### src/hdl/pwts_pkg.sv
// ----------------------------------------------------------------------------
// pwts_pkg
// Shared types and constants of the polynomial tap waveshaper.
// ----------------------------------------------------------------------------
package pwts_pkg;

  // Magnitude format of powers, products and the accumulator (24 fraction bits)
  localparam int unsigned MAG_W   = 62;
  localparam logic [MAG_W-1:0] VAL_LIM = {MAG_W{1'b1}};

  // Q39.16 scale: saturation limit and integer cap of the power loop
  localparam int unsigned SCR_W  = 55;
  localparam logic [SCR_W-1:0] SCALE_LIM = {SCR_W{1'b1}};
  localparam int unsigned POW_W  = 40;
  localparam logic [POW_W-1:0] SCALE_CAP = 40'h80_0000_0000;
  localparam int unsigned SC_W   = 57;

  // Fixed product shifts
  localparam logic [5:0] SH_POW   = 6'd24;
  localparam logic [5:0] SH_SCALE = 6'd16;

  // Configuration register widths and reset values
  localparam int unsigned DRIVE_W = 16;
  localparam int unsigned ORDER_W = 4;
  localparam int unsigned BASE_W  = 5;
  localparam int unsigned EOFF_W  = 4;
  localparam int unsigned SADD_W  = 5;
  localparam int unsigned GAIN_W  = 17;

  localparam logic [DRIVE_W-1:0] DRIVE_RST = 16'd4096;
  localparam logic [ORDER_W-1:0] ORDER_RST = 4'd1;
  localparam logic [BASE_W-1:0]  BASE_RST  = 5'h1F;
  localparam logic [EOFF_W-1:0]  EOFF_RST  = 4'hF;
  localparam logic [SADD_W-1:0]  SADD_RST  = 5'd1;
  localparam logic [GAIN_W-1:0]  GAIN_RST  = 17'd65536;

  // Register indexes (word address)
  localparam logic [2:0] REG_DRIVE = 3'd0;
  localparam logic [2:0] REG_ORDER = 3'd1;
  localparam logic [2:0] REG_BASE  = 3'd2;
  localparam logic [2:0] REG_EOFF  = 3'd3;
  localparam logic [2:0] REG_SADD  = 3'd4;
  localparam logic [2:0] REG_GAIN  = 3'd5;

  // Control of one delay cell
  typedef struct packed {
    logic shift;
    logic load;
  } cell_ctrl_t;

  // Sequencer states
  typedef enum logic [3:0] {
    S_IDLE,
    S_SC_INIT,
    S_SC_POS,
    S_SC_NEG,
    S_SC_DIV,
    S_SC_SUM,
    S_X_MUL,
    S_P_MUL,
    S_T_MUL,
    S_ACC,
    S_DIV1,
    S_DIV2,
    S_GAIN,
    S_OUT
  } state_e;

endpackage

### src/hdl/pwts_cell.sv
// ----------------------------------------------------------------------------
// pwts_cell
// One delay-line cell: loads a new sample or takes its upper neighbor's word.
// ----------------------------------------------------------------------------
module pwts_cell #(
  parameter int W = 24
) (
  input  logic                clk_i,
  input  logic                rst_ni,
  input  pwts_pkg::cell_ctrl_t ctrl_i,
  input  logic signed [W-1:0] nbr_i,
  input  logic signed [W-1:0] smp_i,
  output logic signed [W-1:0] q_o
);
  import pwts_pkg::*;

  logic signed [W-1:0] val_q;

  always_ff @(posedge clk_i or negedge rst_ni) begin
    if (!rst_ni) begin
      val_q <= '0;
    end else if (ctrl_i.load) begin
      val_q <= smp_i;
    end else if (ctrl_i.shift) begin
      val_q <= nbr_i;
    end
  end

  assign q_o = val_q;

endmodule

### config.mk
export PLATFORM = sky130hd
export DESIGN_NAME = pwts_cell
export DESIGN_NICKNAME = d
export VERILOG_FILES = /design/src/hdl/pwts_pkg.sv /design/src/hdl/pwts_cell.sv
export SDC_FILE = /design/constraint.sdc
export NUM_CORES = 1
export LEC_CHECK = 0
export ABC_AREA = 1
export BUFFER_PORTS_ARGS = -buffer_cell sky130_fd_sc_hd__buf_2
export CELL_PAD_IN_SITES_DETAIL_PLACEMENT = 1
export CELL_PAD_IN_SITES_GLOBAL_PLACEMENT = 2
export CORE_UTILIZATION = 23
export CTS_BUF_LIST = sky130_fd_sc_hd__clkbuf_16
export DETAILED_ROUTE_END_ITERATION = 6
export PLACE_DENSITY = 0.83
export SLEW_MARGIN = 20
export SYNTH_ARGS = -nofsm -noshare
export SYNTH_HDL_FRONTEND = slang
export SYNTH_SLANG_ARGS = --single-unit
### constraint.sdc
create_clock -name clk_i -period 1.6 [get_ports clk_i]
set_input_delay 0 -clock clk_i [delete_from_list [all_inputs] [get_ports clk_i]]
set_output_delay 0 -clock clk_i [all_outputs]
set_load 0.05 [all_outputs]
Word level (Yosys, flattened, before mapping)
Index checks and enable logic that the tools add are counted.
{"block": "word_totals", "regBits": 24, "in_bits": 52, "out_inout_bits": 24, "word_cells": 4}
{"block": "op_classes", "muxes": 2, "n_reduce_logical": 1}
{"op": "$mux 24", "count": 2}
{"op": "$reduce_bool 2->1", "count": 1}

Logic depth before layout (Yosys ltp)
{"block": "logic_depth", "word_depth": 2, "ltp_mapped": 5, "mapped_depth_nobuf": 3}

Worst setup path after synthesis
Ideal clock, no wire load.
{"block": "synth_path", "path_kind": "register to register", "start": "reg q_o[0] (netlist name)", "end": "reg val_q[0], in the netlist q_o[0]", "setup_ns": 0.126, "arrival_ns": 0.727, "t_required_ns": 1.474, "path_slack_ns": 0.747, "path_stages_with_launch": 3, "n_path_buf": 0, "synth_period_minus_slack_ns": 0.853, "path_cell_list": "dfrtp_1 > nand2_1 > nand3_1"}
{"item": "end signal: assignment", "line_no": "pwts_cell.sv:23", "text": "val_q <= smp_i;"}
{"item": "end signal: assignment", "line_no": "pwts_cell.sv:25", "text": "val_q <= nbr_i;"}
{"item": "end: declaration", "line_no": "pwts_cell.sv:17", "text": "logic signed [W-1:0] val_q;"}

Worst setup path in the final report
{"block": "layout_path", "start": "in ctrl_i[0] (netlist name)", "end": "reg val_q[13], in the netlist q_o[13]"}
{"block": "layout_between", "elab_chain_cells": 1, "word_cells_on_any_way": 2, "classes_between": "1 x mux; 1 x reduce/logical"}
{"item": "start: declaration", "line_no": "pwts_cell.sv:10", "text": "input pwts_pkg::cell_ctrl_t ctrl_i,"}
{"item": "$mux 24 / $reduce_bool 2->1 (equally long branches)"}
Several ways; a longest one is shown, not always the timed one.
A chain may end at the register's enable or synchronous reset.

==> flow_metrics.tcl <==
set metrics [dict create \
    switching_power_uw 605.8 \
    drv_slew 0 \
    syn_avg_cell_area_um2 8.588 \
    syn_inst 132 \
    worstHoldEndpoint "q_o[4]$_DFFE_PN0P_" \
    fin_crit_ps 1477 \
    max_slew.worst_pin.slew_ps 567.9 \
    crit_type "in -> reg" \
    p_total_mw 1.806 \
    cts_tree "done" \
    cts_buffers 3 \
    post_cts_resized 0 \
    cts_buffer_depth 2 \
    core_mm2 0.004723 \
    max_freq_mhz 677.2 \
    comb_power_share_pct 30.8 \
    grt_overflow_total 0 \
    min_path_type "in -> reg" \
    port_buffers 75 \
    num_vias 1325 \
    power_frac_clock_pct 30.8 \
    cp.arrival_ps 1610 \
    dp_hpwl_um 2462 \
    die_h_um 72.21 \
    multi_input_area_um2 440.4 \
    yosysSeqAreaShare_pct 52.98 \
    start_util_pct 24.00 \
    wl_per_cell_um 12.72 \
    cts_setup_buffers 0 \
    power_frac_seq_pct 38.4 \
    synth-seq-cells 24 \
    critPathTopFamily "buffers and inverters" \
    finalClockSkew_ps 0 \
    dieArea_mm2 0.005214 \
    sw_frac_of_total_pct 33.55 \
    whs_ps -2.291 \
    gp_congestion 0.7170 \
    worst-path-buf-inv 3 \
    path_cells "buf_2 -> inv_2 -> nand3_1 -> nand3_1 -> dlygate4sd3_1" \
    p_leak_nw 1.020 \
    rrSetupSlack_ps 390 \
    boundaryPins 76 \
    clk_latency_ps 260 \
    via_per_inst 4.316 \
    hold_start "nbr_i[4]" \
    post-place-ws_ps 409.4 \
    diodes 0 \
    cts_hold_buf 39 \
    r2r_start "q_o[13]$_DFFE_PN0P_" \
    setup_viol_count_final 0 \
    layout_setup_ws_ps 123.3 \
    clock_sinks 24 \
    drcViolationCount 0 \
    slowest_stage "dlygate4sd3_1" \
    dp_cells 264 \
    rows 25 \
    ys_warn_count 0 \
    worst_path_most_repeated_cell "nand3_1" \
    ant_nets 0 \
    grt_pass1_vias 1467 \
    grt_pass1_wl_um 6575 \
    syn_area_mm2 0.001134 \
    grtUsageTotal_pct 16.45 \
    fill_cells 585 \
    die_x_um 72.21 \
    rr_endpoint "q_o[13]$_DFFE_PN0P_" \
    cts_root_buf "clkbuf_16" \
    timing.slew.headroom_pct 62.14 \
    cp_max_fo 26 \
    grt_max_degree 27 \
    drive_gt1_share_pct 33.33 \
    largest_reg_flops 24 \
    drv_cap 0 \
    layoutNonFillerInstCount 307 \
    worstRegToRegCells 3 \
    hold_viol 1 \
    powerDensity_mw_per_mm2 915.1 \
    synth_fp_nets 184 \
    peakVddDrop_mv 0.4973 \
    fin_nets 293 \
    hold_path_depth 3 \
    wirelength_um 3906 \
    min_period_over_period_pct 92.29 \
    final_core_util_pct 41.77 \
    intPower_mw 1.200 \
    clk_pin_slew_ps 70 \
    endpoint_kind "flop" \
    antenna_found_initial 0 \
    seqCellArea_um2 600.6 \
    outcome "finished with violations" \
    rsz0062_at_grt "no" \
    drt_iter0_markers 28 \
    worstPathRequired_ps 1740 \
    firstDrtPassIters 4 \
    slowest_delay_ps 580 \
    cts_max_level 1 \
    tns_ps 0 \
    area_growth_pct 74.06 \
    violations "hold timing" \
    worstSetupStartpointType "primary input" \
    synth_cell_types 8 \
]
[Yosys cell counts]
cell type	instances	area (um^2)
buf_6	5	56.30
nand2_1	48	180.2
buf_2	2	10.01
buf_4	3	22.52
dfrtp_1	24	600.6
nor2_8	1	20.02
nand3_1	48	240.2
inv_2	1	3.750
[power groups by stage]
stage / clock [mW] / sequential (mW) / combinational [mW]
final: 0.556 / 0.693 / 0.557
after global placement: 0 / 0.702 / 0.463
after global routing: 0.605 / 0.701 / 0.598
after detailed placement: 0 / 0.705 / 0.463
after floorplan: 0 / 0.908 / 0.113
after CTS: 0.577 / 0.693 / 0.557
[worst register-to-register path, cell delays in order (launching register included)]
cell and delay, ps:
dfrtp_1 370, nand2_1 70, nand3_1 70, dlygate4sd3_1 580
[layer usage]
metal | global-route usage [%] | wire length [um]
met1 | 19.90 | 1738
met2 | 29.28 | 1861
met3 | 3.194 | 260
met4 | 5.229 | 46
met5 | 0 | 0
[layout make-up]
class / count / area share [%]
sequential: 24 / 30.44
clock inverter: 1 / 0.1902
clock buffer: 3 / 3.805
multi-input combinational: 97 / 22.32
inverter: 1 / 0.1902
timing repair buffer: 114 / 38.81
tap: 67 / 4.249
[worst max path at each step]
stage | start | to | slack (ps) | cells after the start
3_3_place_gp | ctrl_i[0] | q_o[0]$_DFFE_PN0P_ | 420 | 4
5_1_grt | ctrl_i[0] | q_o[8]$_DFFE_PN0P_ | 10 | 5
3_5_place_dp | ctrl_i[0] | q_o[5]$_DFFE_PN0P_ | 410 | 4
4_1_cts | ctrl_i[0] | q_o[17]$_DFFE_PN0P_ | 160 | 5
2_1_floorplan | q_o[0]$_DFFE_PN0P_ | q_o[0]$_DFFE_PN0P_ | 750 | 2
6_report | ctrl_i[0] | q_o[13]$_DFFE_PN0P_ | 120 | 5
[placed cells by master (no fill, tap or decap)]
| master | count |
|---|---|
| dfrtp_1 | 24 |
| clkinv_1 | 1 |
| dlygate4sd3_1 | 39 |
| inv_2 | 1 |
| nand3_1 | 48 |
| nand2_1 | 48 |
| nor2_8 | 1 |
| clkbuf_16 | 3 |
| buf_2 | 75 |
[metrics by stage]
step	area, um^2	hold slack, ps
detailed placement	1504	35.29
global placement	1504	26.42
finish	1973	-2.291
floorplan	1134	-295.6
CTS	1973	0.4411
global route	1973	5.760
[cells by family (layout without fill, tap and decap cells)]
family | count (synthesis) | count (layout) | synth area share, %
DFF | 24 | 24 | 52.98
and+or+nand+nor | 97 | 97 | 38.85
buffers and inverters | 11 | 119 | 8.167
(Power assumes the default switching activity.)
