### src/hdl/pwts_pkg.sv
// ----------------------------------------------------------------------------
// pwts_pkg
// Shared types and constants of the polynomial tap waveshaper.
// ----------------------------------------------------------------------------
package pwts_pkg;

  // Magnitude format of powers, products and the accumulator (24 fraction bits)
  localparam int unsigned MAG_W   = 62;
  localparam logic [MAG_W-1:0] VAL_LIM = {MAG_W{1'b1}};

  // Q39.16 scale: saturation limit and integer cap of the power loop
  localparam int unsigned SCR_W  = 55;
  localparam logic [SCR_W-1:0] SCALE_LIM = {SCR_W{1'b1}};
  localparam int unsigned POW_W  = 40;
  localparam logic [POW_W-1:0] SCALE_CAP = 40'h80_0000_0000;
  localparam int unsigned SC_W   = 57;

  // Fixed product shifts
  localparam logic [5:0] SH_POW   = 6'd24;
  localparam logic [5:0] SH_SCALE = 6'd16;

  // Configuration register widths and reset values
  localparam int unsigned DRIVE_W = 16;
  localparam int unsigned ORDER_W = 4;
  localparam int unsigned BASE_W  = 5;
  localparam int unsigned EOFF_W  = 4;
  localparam int unsigned SADD_W  = 5;
  localparam int unsigned GAIN_W  = 17;

  localparam logic [DRIVE_W-1:0] DRIVE_RST = 16'd4096;
  localparam logic [ORDER_W-1:0] ORDER_RST = 4'd1;
  localparam logic [BASE_W-1:0]  BASE_RST  = 5'h1F;
  localparam logic [EOFF_W-1:0]  EOFF_RST  = 4'hF;
  localparam logic [SADD_W-1:0]  SADD_RST  = 5'd1;
  localparam logic [GAIN_W-1:0]  GAIN_RST  = 17'd65536;

  // Register indexes (word address)
  localparam logic [2:0] REG_DRIVE = 3'd0;
  localparam logic [2:0] REG_ORDER = 3'd1;
  localparam logic [2:0] REG_BASE  = 3'd2;
  localparam logic [2:0] REG_EOFF  = 3'd3;
  localparam logic [2:0] REG_SADD  = 3'd4;
  localparam logic [2:0] REG_GAIN  = 3'd5;

  // Control of one delay cell
  typedef struct packed {
    logic shift;
    logic load;
  } cell_ctrl_t;

  // Sequencer states
  typedef enum logic [3:0] {
    S_IDLE,
    S_SC_INIT,
    S_SC_POS,
    S_SC_NEG,
    S_SC_DIV,
    S_SC_SUM,
    S_X_MUL,
    S_P_MUL,
    S_T_MUL,
    S_ACC,
    S_DIV1,
    S_DIV2,
    S_GAIN,
    S_OUT
  } state_e;

endpackage

### src/hdl/pwts_div.sv
// ----------------------------------------------------------------------------
// pwts_div
// Restoring divider, one quotient bit per cycle.
// ----------------------------------------------------------------------------
module pwts_div (
  input  logic        clk_i,
  input  logic        rst_ni,
  input  logic        start_i,
  input  logic [63:0] num_i,
  input  logic [31:0] den_i,
  output logic        done_o,
  output logic [63:0] quo_o
);
  import pwts_pkg::*;

  logic [63:0] q_q;
  logic [31:0] rem_q;
  logic [31:0] den_q;
  logic [5:0]  cnt_q;
  logic        busy_q;
  logic        done_q;

  logic [32:0] trial;
  logic        ge;
  logic [32:0] diff;

  assign trial = {rem_q, q_q[63]};
  assign ge    = trial >= {1'b0, den_q};
  assign diff  = trial - {1'b0, den_q};

  always_ff @(posedge clk_i or negedge rst_ni) begin
    if (!rst_ni) begin
      busy_q <= 1'b0;
      done_q <= 1'b0;
      cnt_q  <= '0;
    end else begin
      done_q <= busy_q && (cnt_q == 6'd63);
      if (start_i) begin
        busy_q <= 1'b1;
        cnt_q  <= '0;
      end else if (busy_q) begin
        cnt_q <= cnt_q + 6'd1;
        if (cnt_q == 6'd63) begin
          busy_q <= 1'b0;
        end
      end
    end
  end

  always_ff @(posedge clk_i) begin
    if (start_i) begin
      q_q   <= num_i;
      rem_q <= '0;
      den_q <= den_i;
    end else if (busy_q) begin
      rem_q <= ge ? diff[31:0] : trial[31:0];
      q_q   <= {q_q[62:0], ge};
    end
  end

  assign quo_o  = q_q;
  assign done_o = done_q;

endmodule

### config.mk
export PLATFORM = sky130hd
export DESIGN_NAME = pwts_div
export DESIGN_NICKNAME = d
export VERILOG_FILES = /design/src/hdl/pwts_pkg.sv /design/src/hdl/pwts_div.sv
export SDC_FILE = /design/constraint.sdc
export NUM_CORES = 1
export LEC_CHECK = 0
export ABC_AREA = 1
export BUFFER_PORTS_ARGS = -buffer_cell sky130_fd_sc_hd__buf_2
export CAP_MARGIN = 20
export CORE_MARGIN = 2
export CORE_UTILIZATION = 35
export DETAILED_ROUTE_END_ITERATION = 10
export SETUP_SLACK_MARGIN = 0.15
export SYNTH_ARGS = -nofsm -noshare
export SYNTH_HDL_FRONTEND = slang
export SYNTH_SLANG_ARGS = --single-unit
### constraint.sdc
create_clock -name clk_i -period 2.9 [get_ports clk_i]
set_input_delay 0.145 -clock clk_i [delete_from_list [all_inputs] [get_ports clk_i]]
set_output_delay 0.145 -clock clk_i [all_outputs]
set_load 0.02 [all_outputs]
==> Word-level counts from Yosys, hierarchy flattened <==
Index checks and enable logic that the tools add are counted.
{ "op_classes": {"n_lt_le_gt_ge": 1, "add_sub_neg": 2, "reduce_logical": 2, "mux": 8, "n_eq_ne": 1} }
{ "ops": {"columns": ["cell", "n"], "rows": [
  ["$mux 64", 2],
  ["$ge 33x32->1", 1],
  ["$mux 32", 1],
  ["$sub 32x32->32", 1],
  ["$mux 6", 2],
  ["$add 6x1->6 const B", 1],
  ["$eq 6x6->1 const B", 1],
  ["$mux 1", 3],
  ["$reduce_bool 2->1", 1],
  ["$logic_and 1x1->1", 1]
]} }
{ "word_totals": {"in_bits": 99, "output_inout_bits": 65, "wordCells": 20, "ff_bits": 136} }

==> Depth between registers and ports, before layout <==
{ "logic_depth": {"word_depth": 4, "ltp_mapped": 17, "depth_no_buf": 16} }

==> Worst setup path before layout <==
Ideal clock, no wire load.
{ "synth_timing": {"path_type": "reg2reg", "from": "register busy_q", "to": "register busy_q", "n_path_buf": 1, "required_time_ns": 2.824, "arrival_time_ns": 2.904, "stages_incl_launch_ff": 6, "setup_ns": 0.076, "synth_period_minus_slack_ns": 2.980, "slack_ns": -0.080, "path_cell_list": "dfrtp_1 nor2_1 inv_1 clkbuf_1 o21ai_0 inv_1"} }
{ "synth_via": {"elab_chain_cells": 2} }
{ "synth_lines": {"columns": ["element", "line", "source"], "rows": [
  ["from (decl)", "pwts_div.sv:20", "logic busy_q;"],
  ["from (signal assigned)", "pwts_div.sv:33", "busy_q <= 1'b0;"],
  ["from (signal assigned)", "pwts_div.sv:39", "busy_q <= 1'b1;"],
  ["from (signal assigned)", "pwts_div.sv:44", "busy_q <= 1'b0;"],
  ["$mux 1", "pwts_div.sv:41", "end else if (busy_q) begin"],
  ["$mux 1", "pwts_div.sv:38", "if (start_i) begin"]
]} }
Every way passes these cells.
A chain may end at the register's enable or synchronous reset.

==> Worst setup path in the final report <==
{ "layout_timing": {"from": "register den_q[16]", "to": "register rem_q[8]"} }
{ "layout_via": {"elab_chain_cells": 2} }
{ "layout_lines": {"columns": ["element", "line", "source"], "rows": [
  ["from (decl)", "pwts_div.sv:18", "logic [31:0] den_q;"],
  ["from (signal assigned)", "pwts_div.sv:54", "den_q <= den_i;"],
  ["$ge 33x32->1", "pwts_div.sv:28", "assign ge = trial >= {1'b0, den_q};"],
  ["$mux 32", "pwts_div.sv:56", "rem_q <= ge ? diff[31:0] : trial[31:0];"],
  ["to (signal assigned)", "pwts_div.sv:56", null],
  ["to (decl)", "pwts_div.sv:17", "logic [31:0] rem_q;"]
]} }
Every way passes these cells.

==> impl_metrics.py <==
metrics = {
    "run_status": {
        "status": "completed",
    },
    "clocking": {
        "clock_path_buffers": 2,
        "cts_made_buffers": 17,
        "cts_tree": "done",
        "h_tree_lvl_count": 4,
        "clock_latency_on_the_worst_skew_pair_ns": 0.44,
        "ctsRootBufferMaster": "clkbuf_16",
        "clk_pin_slew_ns": 0.06,
        "tritoncts_num_sinks": 136,
    },
    "floorplanning": {
        "number_of_top_level_design_ports": 164,
        "die-area_um2": 24420,
        "fp.coreArea_um2": 22710,
        "fp.dieH_um": 156.3,
        "placementRows": 55,
        "start_util": 0.3574,
        "chipWidth_um": 156.3,
    },
    "synth": {
        "asyncSetResetFlopFracSynth": 0.05882,
        "post_synth_most_frequent_cells": "490 x nand2_1, 172 x inv_1, 96 x edfxtp_1, 74 x nand3_1, 45 x nor2_1",
        "ys_ff_latch": 136,
        "edff_count_synth": 96,
        "netlist-cell-type-count": 35,
        "synthMostInstantiatedCell": "nand2_1",
        "postSynth.topFlopCell": "edfxtp_1",
        "synth.avg_cell_area_um2": 7.357,
        "synth.area.top_cells": "edfxtp_1 36%, nand2_1 23%, inv_1 8.0%",
        "mappedNetlistNets": 1236,
        "yosys.area.top_type_share": 0.3552,
        "synthDominantAreaCellType": "edfxtp_1",
        "sequential_share_of_the_synthesized_area": 0.4588,
        "netlist_instances": 1103,
        "synth_warnings": 0,
        "syn_area_um2": 8115,
    },
    "detailed_routing": {
        "drt_pre_antenna_iters": 5,
        "via_count": 7633,
        "totalWireLength_um": 23140,
        "drt_iter0_markers": 420,
        "route.detailed.wl_per_inst_um": 14.02,
        "ant_nets": 0,
        "viasPerCell": 4.623,
        "post-route-drc-count": 0,
    },
    "cells_and_area": {
        "layout-area-overhead-vs-synth_pct": 32.28,
        "proportion_of_layout_cells_with_a_drive_suffix_above_1": 0.1654,
        "n_antenna_cell": 0,
        "finish.cell_count_without_fillers": 1651,
        "fin_nets": 1486,
    },
    "sta": {
        "report.final.slew_viol_count": 0,
        "grt_setup_unrepaired": "no",
        "min_period_ns": 2.491,
        "finalCritPeriodShare": 0.8588,
        "setup-tns-final_ns": 0,
        "fmaxAchievable_mhz": 401.5,
        "report.final.hold_viol_count": 0,
        "slew_headroom": 0.3911,
        "setup_violations_final": 0,
        "fin_worst_skew_ns": 0.01167,
        "timing_worst_slew_pin_value_ns": 0.9111,
    },
    "worst_setup_path": {
        "cp_data_required_time_ns": 3.20,
        "end_of_the_worst_register_to_register_path": "rem_q[8]",
        "crit_end": "rem_q[8]",
        "rr_startpoint": "den_q[16]",
        "r2r_slack_ns": 0.41,
        "startpoint_type": "flop",
        "kind_of_capture_point_of_the_worst_setup_path": "flop",
        "timing_startpoint_of_the_critical_path": "den_q[16]",
        "timing_worst_setup_path_type": "flop to flop",
        "biggest_fanout_along_the_worst_timing_path": 32,
        "worst_ep_arrival_time_ns": 2.79,
        "r2r_depth": 13,
    },
    "power_and_ir_drop": {
        "power.density_nw_per_um2": 830.2,
        "cellLeakagePower_uw": 0.005673,
        "vdd.ir_drop.worst_v": 0.0003938,
    },
    "global_routing": {
        "antenna_violations_before_repair": 0,
        "grt_pass1_vias": 7617,
        "grt_max_degree": 73,
        "grt_remaining_overflow": 0,
        "grt_pass1_wl_um": 37850,
        "global_routing_usage_summed_across_all_routing_layers": 0.1971,
    },
    "place": {
        "place.gp.congestion": 0.9476,
        "numPortBuffers": 163,
        "place.detailed.instances": 1531,
        "dp_hpwl_um": 16590,
    },
    "job": {
        "max_cap_viol_count": 0,
    },
    "min_path": {
        "timing.hold.worst.class": "input port to flop",
    },
}
how the worst min path moves through the flow:
stage,start,to,slack (ns),depth (start not counted)
after floorplan,rst_ni,busy_q,-0.15,0
after global placement,rst_ni,cnt_q[3],-0.001,1
after detailed placement,rst_ni,cnt_q[3],-0.002,1
after CTS,num_i[56],quo_o[56],0.002,3
after global routing,num_i[25],quo_o[25],0.02,3
final,num_i[56],quo_o[56],0.005,3
layer usage:
metal / vias to the layer above / routed length (um) / GRT usage
li1: 3939 / - / -
met4: 0 / 516 / 0.07077
met3: 29 / 1280 / 0.04292
met5: - / 0 / 0
met2: 215 / 10750 / 0.3329
met1: 3450 / 10600 / 0.2484
metrics by stage:
stage / total power (uW) / utilization / area (um^2) / setup WS (ns) / hold WS, ns
5_1_grt: 9634 / 0.4727 / 10740 / 0.1844 / 0.01934
6_report: 8913 / 0.4727 / 10740 / 0.4094 / 0.004768
3_3_place_gp: 6496 / 0.4068 / 9239 / 0.4800 / -0.001219
4_1_cts: 8964 / 0.4727 / 10740 / 0.4389 / 0.001655
3_5_place_dp: 6505 / 0.4068 / 9239 / 0.4446 / -0.002331
2_1_floorplan: 5581 / - / 8117 / 0.8634 / -0.1506
sequential cells by signal, summed over array words and instances, names as in the netlist:
| name | flops |
|---|---|
| cnt_q | 6 |
| den_q | 32 |
| quo_o | 64 |
| rem_q | 32 |
| done_o | 1 |
| busy_q | 1 |
cell type report:
class | instances | area, um^2
Clock buffer | 17 | 425.4
Sequential cell | 136 | 3724
Clock inverter | 15 | 190.2
Timing Repair Buffer | 261 | 1787
Multi-Input combinational cell | 763 | 3598
Tap cell | 285 | 356.6
Fill cell | 2303 | 11970
Inverter | 174 | 654.4
power breakdown:
group | switching (uW) | total (uW) | internal, uW | leakage (uW)
logic | 2500 | 3950 | 1450 | 0.00399
registers | 207 | 2650 | 2440 | 0.00139
clock network | 942 | 2320 | 1370 | 0.000302
kinds of logic after synthesis:
logic type / after synthesis / synth area share
DFF: 136 / 0.4588
AOI/OAI and AO/OA: 53 / 0.03608
adders and majority gates: 34 / 0.05335
and+or+nand+nor: 662 / 0.3380
buffers and inverters: 204 / 0.09867
xor gates and xnor gates: 14 / 0.01511
placed cells by master, fill, tap and decap left out, types with 3 or more instances in the layout:
| master | count |
|---|---|
| clkinv_4 | 4 |
| nand3b_1 | 22 |
| dfrtp_1 | 8 |
| dfxtp_1 | 32 |
| o21ai_1 | 16 |
| o21bai_1 | 3 |
| clkbuf_16 | 17 |
| xnor2_1 | 13 |
| inv_6 | 4 |
| nand2_1 | 490 |
| buf_2 | 162 |
| nand3_1 | 74 |
| nor3_1 | 10 |
| edfxtp_1 | 96 |
| nor2_1 | 44 |
| nor2_2 | 6 |
| ha_1 | 33 |
| a21oi_1 | 24 |
| o21ai_0 | 6 |
| inv_1 | 171 |
| buf_4 | 10 |
| nand2_2 | 7 |
| bufinv_16 | 3 |
| dlygate4sd3_1 | 88 |
timing repair:
action	in CTS	in global routing
buffers inserted	0	0
hold buffers	88	0
endpoints found under the hold margin	95	0
resized for setup	0	0
worst max-delay path, cell delays in order (launching register included):
cell      delay, ns
edfxtp_1       0.32
inv_1          0.04
ha_1           0.36
nand2_1        0.15
nor2_1         0.26
nand2_1        0.09
nand2_1        0.08
inv_1          0.06
nand2_2        0.10
nand2_4        0.20
nand2_4        0.40
nand2_1        0.09
nand3_1        0.09
o21ai_1        0.08
Note: power is estimated with default switching activity, not from simulation.
