### src/hdl/pwts_pkg.sv
// ----------------------------------------------------------------------------
// pwts_pkg
// Shared types and constants of the polynomial tap waveshaper.
// ----------------------------------------------------------------------------
package pwts_pkg;

  // Magnitude format of powers, products and the accumulator (24 fraction bits)
  localparam int unsigned MAG_W   = 62;
  localparam logic [MAG_W-1:0] VAL_LIM = {MAG_W{1'b1}};

  // Q39.16 scale: saturation limit and integer cap of the power loop
  localparam int unsigned SCR_W  = 55;
  localparam logic [SCR_W-1:0] SCALE_LIM = {SCR_W{1'b1}};
  localparam int unsigned POW_W  = 40;
  localparam logic [POW_W-1:0] SCALE_CAP = 40'h80_0000_0000;
  localparam int unsigned SC_W   = 57;

  // Fixed product shifts
  localparam logic [5:0] SH_POW   = 6'd24;
  localparam logic [5:0] SH_SCALE = 6'd16;

  // Configuration register widths and reset values
  localparam int unsigned DRIVE_W = 16;
  localparam int unsigned ORDER_W = 4;
  localparam int unsigned BASE_W  = 5;
  localparam int unsigned EOFF_W  = 4;
  localparam int unsigned SADD_W  = 5;
  localparam int unsigned GAIN_W  = 17;

  localparam logic [DRIVE_W-1:0] DRIVE_RST = 16'd4096;
  localparam logic [ORDER_W-1:0] ORDER_RST = 4'd1;
  localparam logic [BASE_W-1:0]  BASE_RST  = 5'h1F;
  localparam logic [EOFF_W-1:0]  EOFF_RST  = 4'hF;
  localparam logic [SADD_W-1:0]  SADD_RST  = 5'd1;
  localparam logic [GAIN_W-1:0]  GAIN_RST  = 17'd65536;

  // Register indexes (word address)
  localparam logic [2:0] REG_DRIVE = 3'd0;
  localparam logic [2:0] REG_ORDER = 3'd1;
  localparam logic [2:0] REG_BASE  = 3'd2;
  localparam logic [2:0] REG_EOFF  = 3'd3;
  localparam logic [2:0] REG_SADD  = 3'd4;
  localparam logic [2:0] REG_GAIN  = 3'd5;

  // Control of one delay cell
  typedef struct packed {
    logic shift;
    logic load;
  } cell_ctrl_t;

  // Sequencer states
  typedef enum logic [3:0] {
    S_IDLE,
    S_SC_INIT,
    S_SC_POS,
    S_SC_NEG,
    S_SC_DIV,
    S_SC_SUM,
    S_X_MUL,
    S_P_MUL,
    S_T_MUL,
    S_ACC,
    S_DIV1,
    S_DIV2,
    S_GAIN,
    S_OUT
  } state_e;

endpackage

### src/hdl/pwts_mul.sv
// ----------------------------------------------------------------------------
// pwts_mul
// Digit-serial magnitude multiplier with round-half-up shift and saturation.
// ----------------------------------------------------------------------------
module pwts_mul (
  input  logic                       clk_i,
  input  logic                       rst_ni,
  input  logic                       start_i,
  input  logic [pwts_pkg::MAG_W-1:0] a_i,
  input  logic [pwts_pkg::MAG_W-1:0] b_i,
  input  logic [5:0]                 shift_i,
  output logic                       done_o,
  output logic [pwts_pkg::MAG_W-1:0] res_o,
  output logic                       sat_o
);
  import pwts_pkg::*;

  localparam int DW  = 16;
  localparam int BW  = 64;
  localparam int PW  = 2 * MAG_W + 1;
  localparam int PPW = MAG_W + DW;

  logic [MAG_W-1:0] a_q;
  logic [BW-1:0]    b_q;
  logic [5:0]       sh_q;
  logic [PW-1:0]    acc_q;
  logic [1:0]       cnt_q;
  logic             busy_q;
  logic             done_q;

  logic [PPW-1:0]   pp;
  logic [PW-1:0]    pp_sh;
  logic [PW-1:0]    shr;

  // one 62x16 partial product per cycle, lowest digit first
  assign pp    = PPW'(a_q) * PPW'(b_q[{cnt_q, 4'b0} +: DW]);
  assign pp_sh = PW'(pp) << {cnt_q, 4'b0};

  always_ff @(posedge clk_i or negedge rst_ni) begin
    if (!rst_ni) begin
      busy_q <= 1'b0;
      done_q <= 1'b0;
      cnt_q  <= '0;
    end else begin
      done_q <= busy_q && (cnt_q == 2'd3);
      if (start_i) begin
        busy_q <= 1'b1;
        cnt_q  <= '0;
      end else if (busy_q) begin
        cnt_q <= cnt_q + 2'd1;
        if (cnt_q == 2'd3) begin
          busy_q <= 1'b0;
        end
      end
    end
  end

  // rounding constant preloaded into the accumulator
  always_ff @(posedge clk_i) begin
    if (start_i) begin
      a_q   <= a_i;
      b_q   <= BW'(b_i);
      sh_q  <= shift_i;
      acc_q <= PW'(1) << (shift_i - 6'd1);
    end else if (busy_q) begin
      acc_q <= acc_q + pp_sh;
    end
  end

  assign shr    = acc_q >> sh_q;
  assign sat_o  = |shr[PW-1:MAG_W];
  assign res_o  = sat_o ? VAL_LIM : shr[MAG_W-1:0];
  assign done_o = done_q;

endmodule

### config.mk
export PLATFORM = sky130hd
export DESIGN_NAME = pwts_mul
export DESIGN_NICKNAME = d
export VERILOG_FILES = /design/src/hdl/pwts_pkg.sv /design/src/hdl/pwts_mul.sv
export SDC_FILE = /design/constraint.sdc
export NUM_CORES = 2
export LEC_CHECK = 0
export BUFFER_PORTS_ARGS = -buffer_cell sky130_fd_sc_hd__buf_4
export CAP_MARGIN = 15
export CORE_ASPECT_RATIO = 2
export CORE_MARGIN = 2
export CORE_UTILIZATION = 60
export DETAILED_ROUTE_END_ITERATION = 10
export PLACE_DENSITY = 0.85
export REMOVE_ABC_BUFFERS = 1
export SYNTH_ARGS = -nofsm -noshare
export SYNTH_HDL_FRONTEND = slang
export SYNTH_SLANG_ARGS = --single-unit
### constraint.sdc
create_clock -name clk_i -period 15.7 [get_ports clk_i]
set_input_delay 0.785 -clock clk_i [delete_from_list [all_inputs] [get_ports clk_i]]
set_output_delay 0.785 -clock clk_i [all_outputs]
set_load 0.05 [all_outputs]
-- After elaboration in Yosys (flattened, before gate mapping)
Cells that the tools add are included.
- output and inout port bits: 64
- register bits after elaboration: 259
- logic and storage cells: 27
- equality and inequality tests: 1
- shift-type cells: 4
- reductions and logical operators: 3
- mux-type cells: 8
- multiply operators: 1
- add/subtract/negate cells: 3
- operators with widths (cell ; number):
    $mux W125 ; 2
    $add A125 B125 Y125 ; 1
    $shl A1 B6 Y125 const A ; 1
    $shl A78 B6 Y125 ; 1
    $shr A125 B6 Y125 ; 1
    $mul A62 B16 Y78 ; 1
    $shiftx A64 B7 Y16 ; 1
    $reduce_or A63 Y1 ; 1
    $mux W62 ; 1
    $sub A6 B1 Y6 const B ; 1
    $mux W2 ; 2
    $mux W1 ; 3
    $add A2 B1 Y2 const B ; 1
    $eq A2 B2 Y1 const B ; 1
    $reduce_bool A2 Y1 ; 1
    $logic_and A1 B1 Y1 ; 1

-- Logic depth before layout (Yosys ltp)
- depth after elaboration: 6
- depth in mapped cells: 47

-- Worst setup path before layout
OpenSTA, ideal clock, no wires.
- path kind: register -> register
- from: register cnt_q[0]
- to: register acc_q[117] (data pin)
- required time: 15.434 ns
- slack: 4.718 ns
- data arrival time: 10.716 ns
- path buffers: 4
- cell stages (with the launch flop): 45
- path through: dfrtp_1 clkbuf_1 buf_1 mux4_2 clkbuf_1 and2_1 fa_1 inv_1 fa_1 fa_1 inv_1 fa_1 fa_1 inv_1 fa_1 inv_1 ha_1 clkbuf_1 [9 not listed] xnor2_1 mux2_2 nor2_1 a21oi_1 ha_1 a21o_1 o21bai_1 a221oi_1 o21ai_1 a221oi_1 inv_1 a31o_2 a21o_1 a21o_1 a21bo_2 a31oi_1 xor2_1 nor2_1
- word-level cells in the longest chain between the ends: 6
- RTL lines (item ; RTL line ; RTL):
    from (decl) ; pwts_mul.sv:27 ; logic [1:0] cnt_q;
    from (signal assigned) ; pwts_mul.sv:50 ; cnt_q <= cnt_q + 2'd1;
    $shiftx A64 B7 Y16 ; pwts_mul.sv:36 ; assign pp = PPW'(a_q) * PPW'(b_q[{cnt_q, 4'b0} +: DW]);
    $mul A62 B16 Y78 ; pwts_mul.sv:36 ;
    $shl A78 B6 Y125 (*) ; pwts_mul.sv:37 ; assign pp_sh = PW'(pp) << {cnt_q, 4'b0};
    $add A125 B125 Y125 (*) ; pwts_mul.sv:66 ; acc_q <= acc_q + pp_sh;
    $mux W125 (*) ; pwts_mul.sv:65 ; end else if (busy_q) begin
    $mux W125 (*) ; pwts_mul.sv:60 ; if (start_i) begin
    to (signal assigned) ; pwts_mul.sv:64 ; acc_q <= PW'(1) << (shift_i - 6'd1);
    to (signal assigned) ; pwts_mul.sv:66 ;
    to (decl) ; pwts_mul.sv:26 ; logic [PW-1:0] acc_q;
Mark *: on every way between the ends. The rest lies on a longest branch, timed or not. The select of a mux whose other input is x is not followed.
A chain may end at the register's enable or synchronous reset.

-- Worst setup path in the final report
- from: register cnt_q[1]
- to: register acc_q[122] (data pin)
Same word-level chain as after synthesis.

==> flow_metrics.env <==
export IMPL_status="finished with violations"
export IMPL_violations="DRC"
export IMPL_hold_path_class="in -> reg"
export IMPL_max_freq_ghz=0.0684
export IMPL_drt_pre_antenna_iters=9
export IMPL_vias=50300
export IMPL_maxSlewHeadroom=0.127
export IMPL_finalSetupViolCount=0
export IMPL_rsz0062_at_grt="no"
export IMPL_clk_latency_ns=0.70
export IMPL_holdBufCountCts=1
export IMPL_dieArea_sq_um=97300
export IMPL_synth_seq_cells=259
export IMPL_syn_area_sq_um=56800
export IMPL_row_count=159
export IMPL_wl_microns=209000
export IMPL_crit_path_start_kind="flop"
export IMPL_ys_flop_type="edfxtp_1"
export IMPL_synth_distinct_cells=92
export IMPL_cp_max_fo=47
export IMPL_nets=7791
export IMPL_area_delta_synth_final_pct=5.03
export IMPL_start_util=0.605
export IMPL_hold_violations=0
export IMPL_synth_edf_count=255
export IMPL_cts_clk_slew_worst_paths_ns=0.08
export IMPL_gp_congestion=1.10
export IMPL_ant_nets=0
export IMPL_drt_iter0_drc=4694
export IMPL_clockBufferDepth=3
export IMPL_finalCritPeriodShare=0.931
export IMPL_cts_buffers=31
export IMPL_grt_max_degree=135
export IMPL_io_buffers=196
export IMPL_syn_inst=6667
export IMPL_cp_slowest_stage_delay_ns=0.84
export IMPL_crit_start="cnt_q[1]"
export IMPL_yosys_warnings=0
export IMPL_cp_arrival_ns=15.03
export IMPL_die_y_microns=439
export IMPL_cts_tree="done"
export IMPL_tightestPinTransition_ns=1.27
export IMPL_ctsResizeCount=0
export IMPL_cts_root_buffer="clkbuf_16"
export IMPL_rrSetupSlack_ns=1.09
export IMPL_maxSlewViolCount=0
export IMPL_synth_seq_area_share=0.137
export IMPL_worst_setup_path_type="reg -> reg"
export IMPL_fp_dieW_microns=222
export IMPL_post_cts_buffers=0
export IMPL_grt_pass1_wl_microns=316000
export IMPL_async_flop_share=0.0154
export IMPL_cp_slowest_cell="mux2i_1"
export IMPL_clock_sinks=259
export IMPL_crit_top_cell="fa_1"
export IMPL_cts_htree_levels=1
export IMPL_skew_ns=0.0490
export IMPL_synth_area_per_cell_sq_um=8.52
export IMPL_io_pins=197
export IMPL_ff2ff_path_depth=40
export IMPL_via_per_inst=6.47
export IMPL_critPathRequiredTime_ns=16.12
export IMPL_layout_drive_gt1_share=0.0860
export IMPL_r2r_end="acc_q[122]"
export IMPL_drc=8
export IMPL_core_area_sq_um=93900
export IMPL_final_common_cell="nand2_1"
export IMPL_final_cell_mix="nand2_1, inv_1, fa_1"
export IMPL_r2r_start="cnt_q[1]"
export IMPL_dp_hpwl_microns=166000
export IMPL_grt_overflow=0
export IMPL_wl_per_cell_microns=26.8
export IMPL_period_needed_ns=14.61
export IMPL_maxCapViolations=0
export IMPL_grt_use_total=0.433
export IMPL_crit_end="acc_q[122]"
export IMPL_first_global_vias=54100
export IMPL_crit_path_end_kind="flop"
export IMPL_antenna_found_initial=6
export IMPL_setup_tns_ns=0
metal layers:
| layer | wire [microns] | GRT usage |
|---|---|---|
| met1 | 62600 | 0.422 |
| met2 | 104000 | 0.761 |
| met3 | 16900 | 0.0850 |
| met4 | 25500 | 0.420 |
| met5 | 32 | 0 |
metrics by stage:
stage / setup slack (ns) / instances / hold WS (ns) / utilization / cell area [sq um]
3_3_place_gp: 1.94 / 7714 / 0.568 / 0.625 / 58700
2_1_floorplan: 2.45 / 6238 / 0.489 / - / 55100
4_1_cts: 1.84 / 7772 / 0.252 / 0.635 / 59700
6_report: 1.09 / 7776 / 0.258 / 0.636 / 59700
3_5_place_dp: 1.91 / 7714 / 0.586 / 0.625 / 58700
5_1_grt: 0.815 / 7774 / 0.256 / 0.636 / 59700
worst max-delay path: cells and delay by family, from the launching register on:
| kind | cells | cell delay, ns |
|---|---|---|
| XOR/XNOR | 2 | 0.43 |
| AO/OA/AOI/OAI | 9 | 2.64 |
| multiplexers | 2 | 1.58 |
| adder cells (fa/ha/maj) | 8 | 4.21 |
| AND/OR/NAND/NOR | 14 | 3.62 |
| flip-flops | 1 | 0.54 |
| buffers and inverters | 5 | 1.20 |
state kept, by name (all words and copies together) (netlist names):
register and count:
cnt_q 2, done_o 1, acc_q 125, a_q 62, sh_q 6, b_q 62
busy_q 1
how the worst min path moves through the flow:
| stage | startpoint | end | depth (start not counted) |
|---|---|---|---|
| after global routing | a_i[60] | a_q[60] | 1 |
| final | a_i[22] | a_q[22] | 1 |
| after detailed placement | rst_ni | done_o | 1 |
| after global placement | busy_q | busy_q | 1 |
| after CTS | a_i[22] | a_q[22] | 1 |
| after floorplan | rst_ni | busy_q | 0 |
kinds of logic (layout without fill, tap and decap cells):
group,count (synthesis),count (layout),synth area share
XOR/XNOR,194,194,0.0299
buffers and inverters,1387,1286,0.0943
multiplexers,324,324,0.0803
flip-flops,259,259,0.137
AND/OR/NAND/NOR,2284,2284,0.181
AO/OA/AOI/OAI,1103,1103,0.121
adder cells (fa/ha/maj),1116,1116,0.357
other,0,3,0
synth_stat cells (all sizes together) (5+ instances only):
cell type	instances	area share
nand2	1255	0.085
inv	956	0.063
fa	839	0.30
nor2	387	0.026
clkbuf	341	0.023
and2	336	0.037
a21oi	328	0.029
ha	277	0.061
o21ai	270	0.024
edfxtp	255	0.13
mux2i	188	0.033
a21o	134	0.018
xnor2	112	0.017
mux4	102	0.040
nand4	89	0.0098
buf	88	0.0085
xor2	82	0.013
o22ai	74	0.0081
nand3	51	0.0045
o21bai	49	0.0065
a31oi	41	0.0051
mux2	34	0.0067
nor3	34	0.0031
nand2b	30	0.0033
nor2b	29	0.0032
a211oi	28	0.0037
o21a	28	0.0037
o211ai	26	0.0034
a21boi	18	0.0024
o31ai	17	0.0027
nor4	16	0.0021
and3	13	0.0014
a221oi	12	0.0018
or2	12	0.0014
a221o	10	0.0018
o221ai	9	0.0014
a22o	8	0.0012
or3	8	0.00088
a31o	7	0.0011
o311ai	7	0.0011
o41ai	7	0.0012
and4	6	0.00092
nand3b	5	0.00066
area by class of cell:
type,count,area (sq um)
Multi-Input combinational cell,5021,43700
Tap cell,1207,1510
Clock inverter,22,204
Antenna cell,3,7.51
Sequential cell,259,7760
Timing Repair Buffer,271,2080
Clock buffer,35,791
Inverter,958,3600
Fill cell,7823,34200
Power is left out: the tool's default activity adds up to more than one toggle a clock period on the data nets, which glitch-free logic cannot reach.
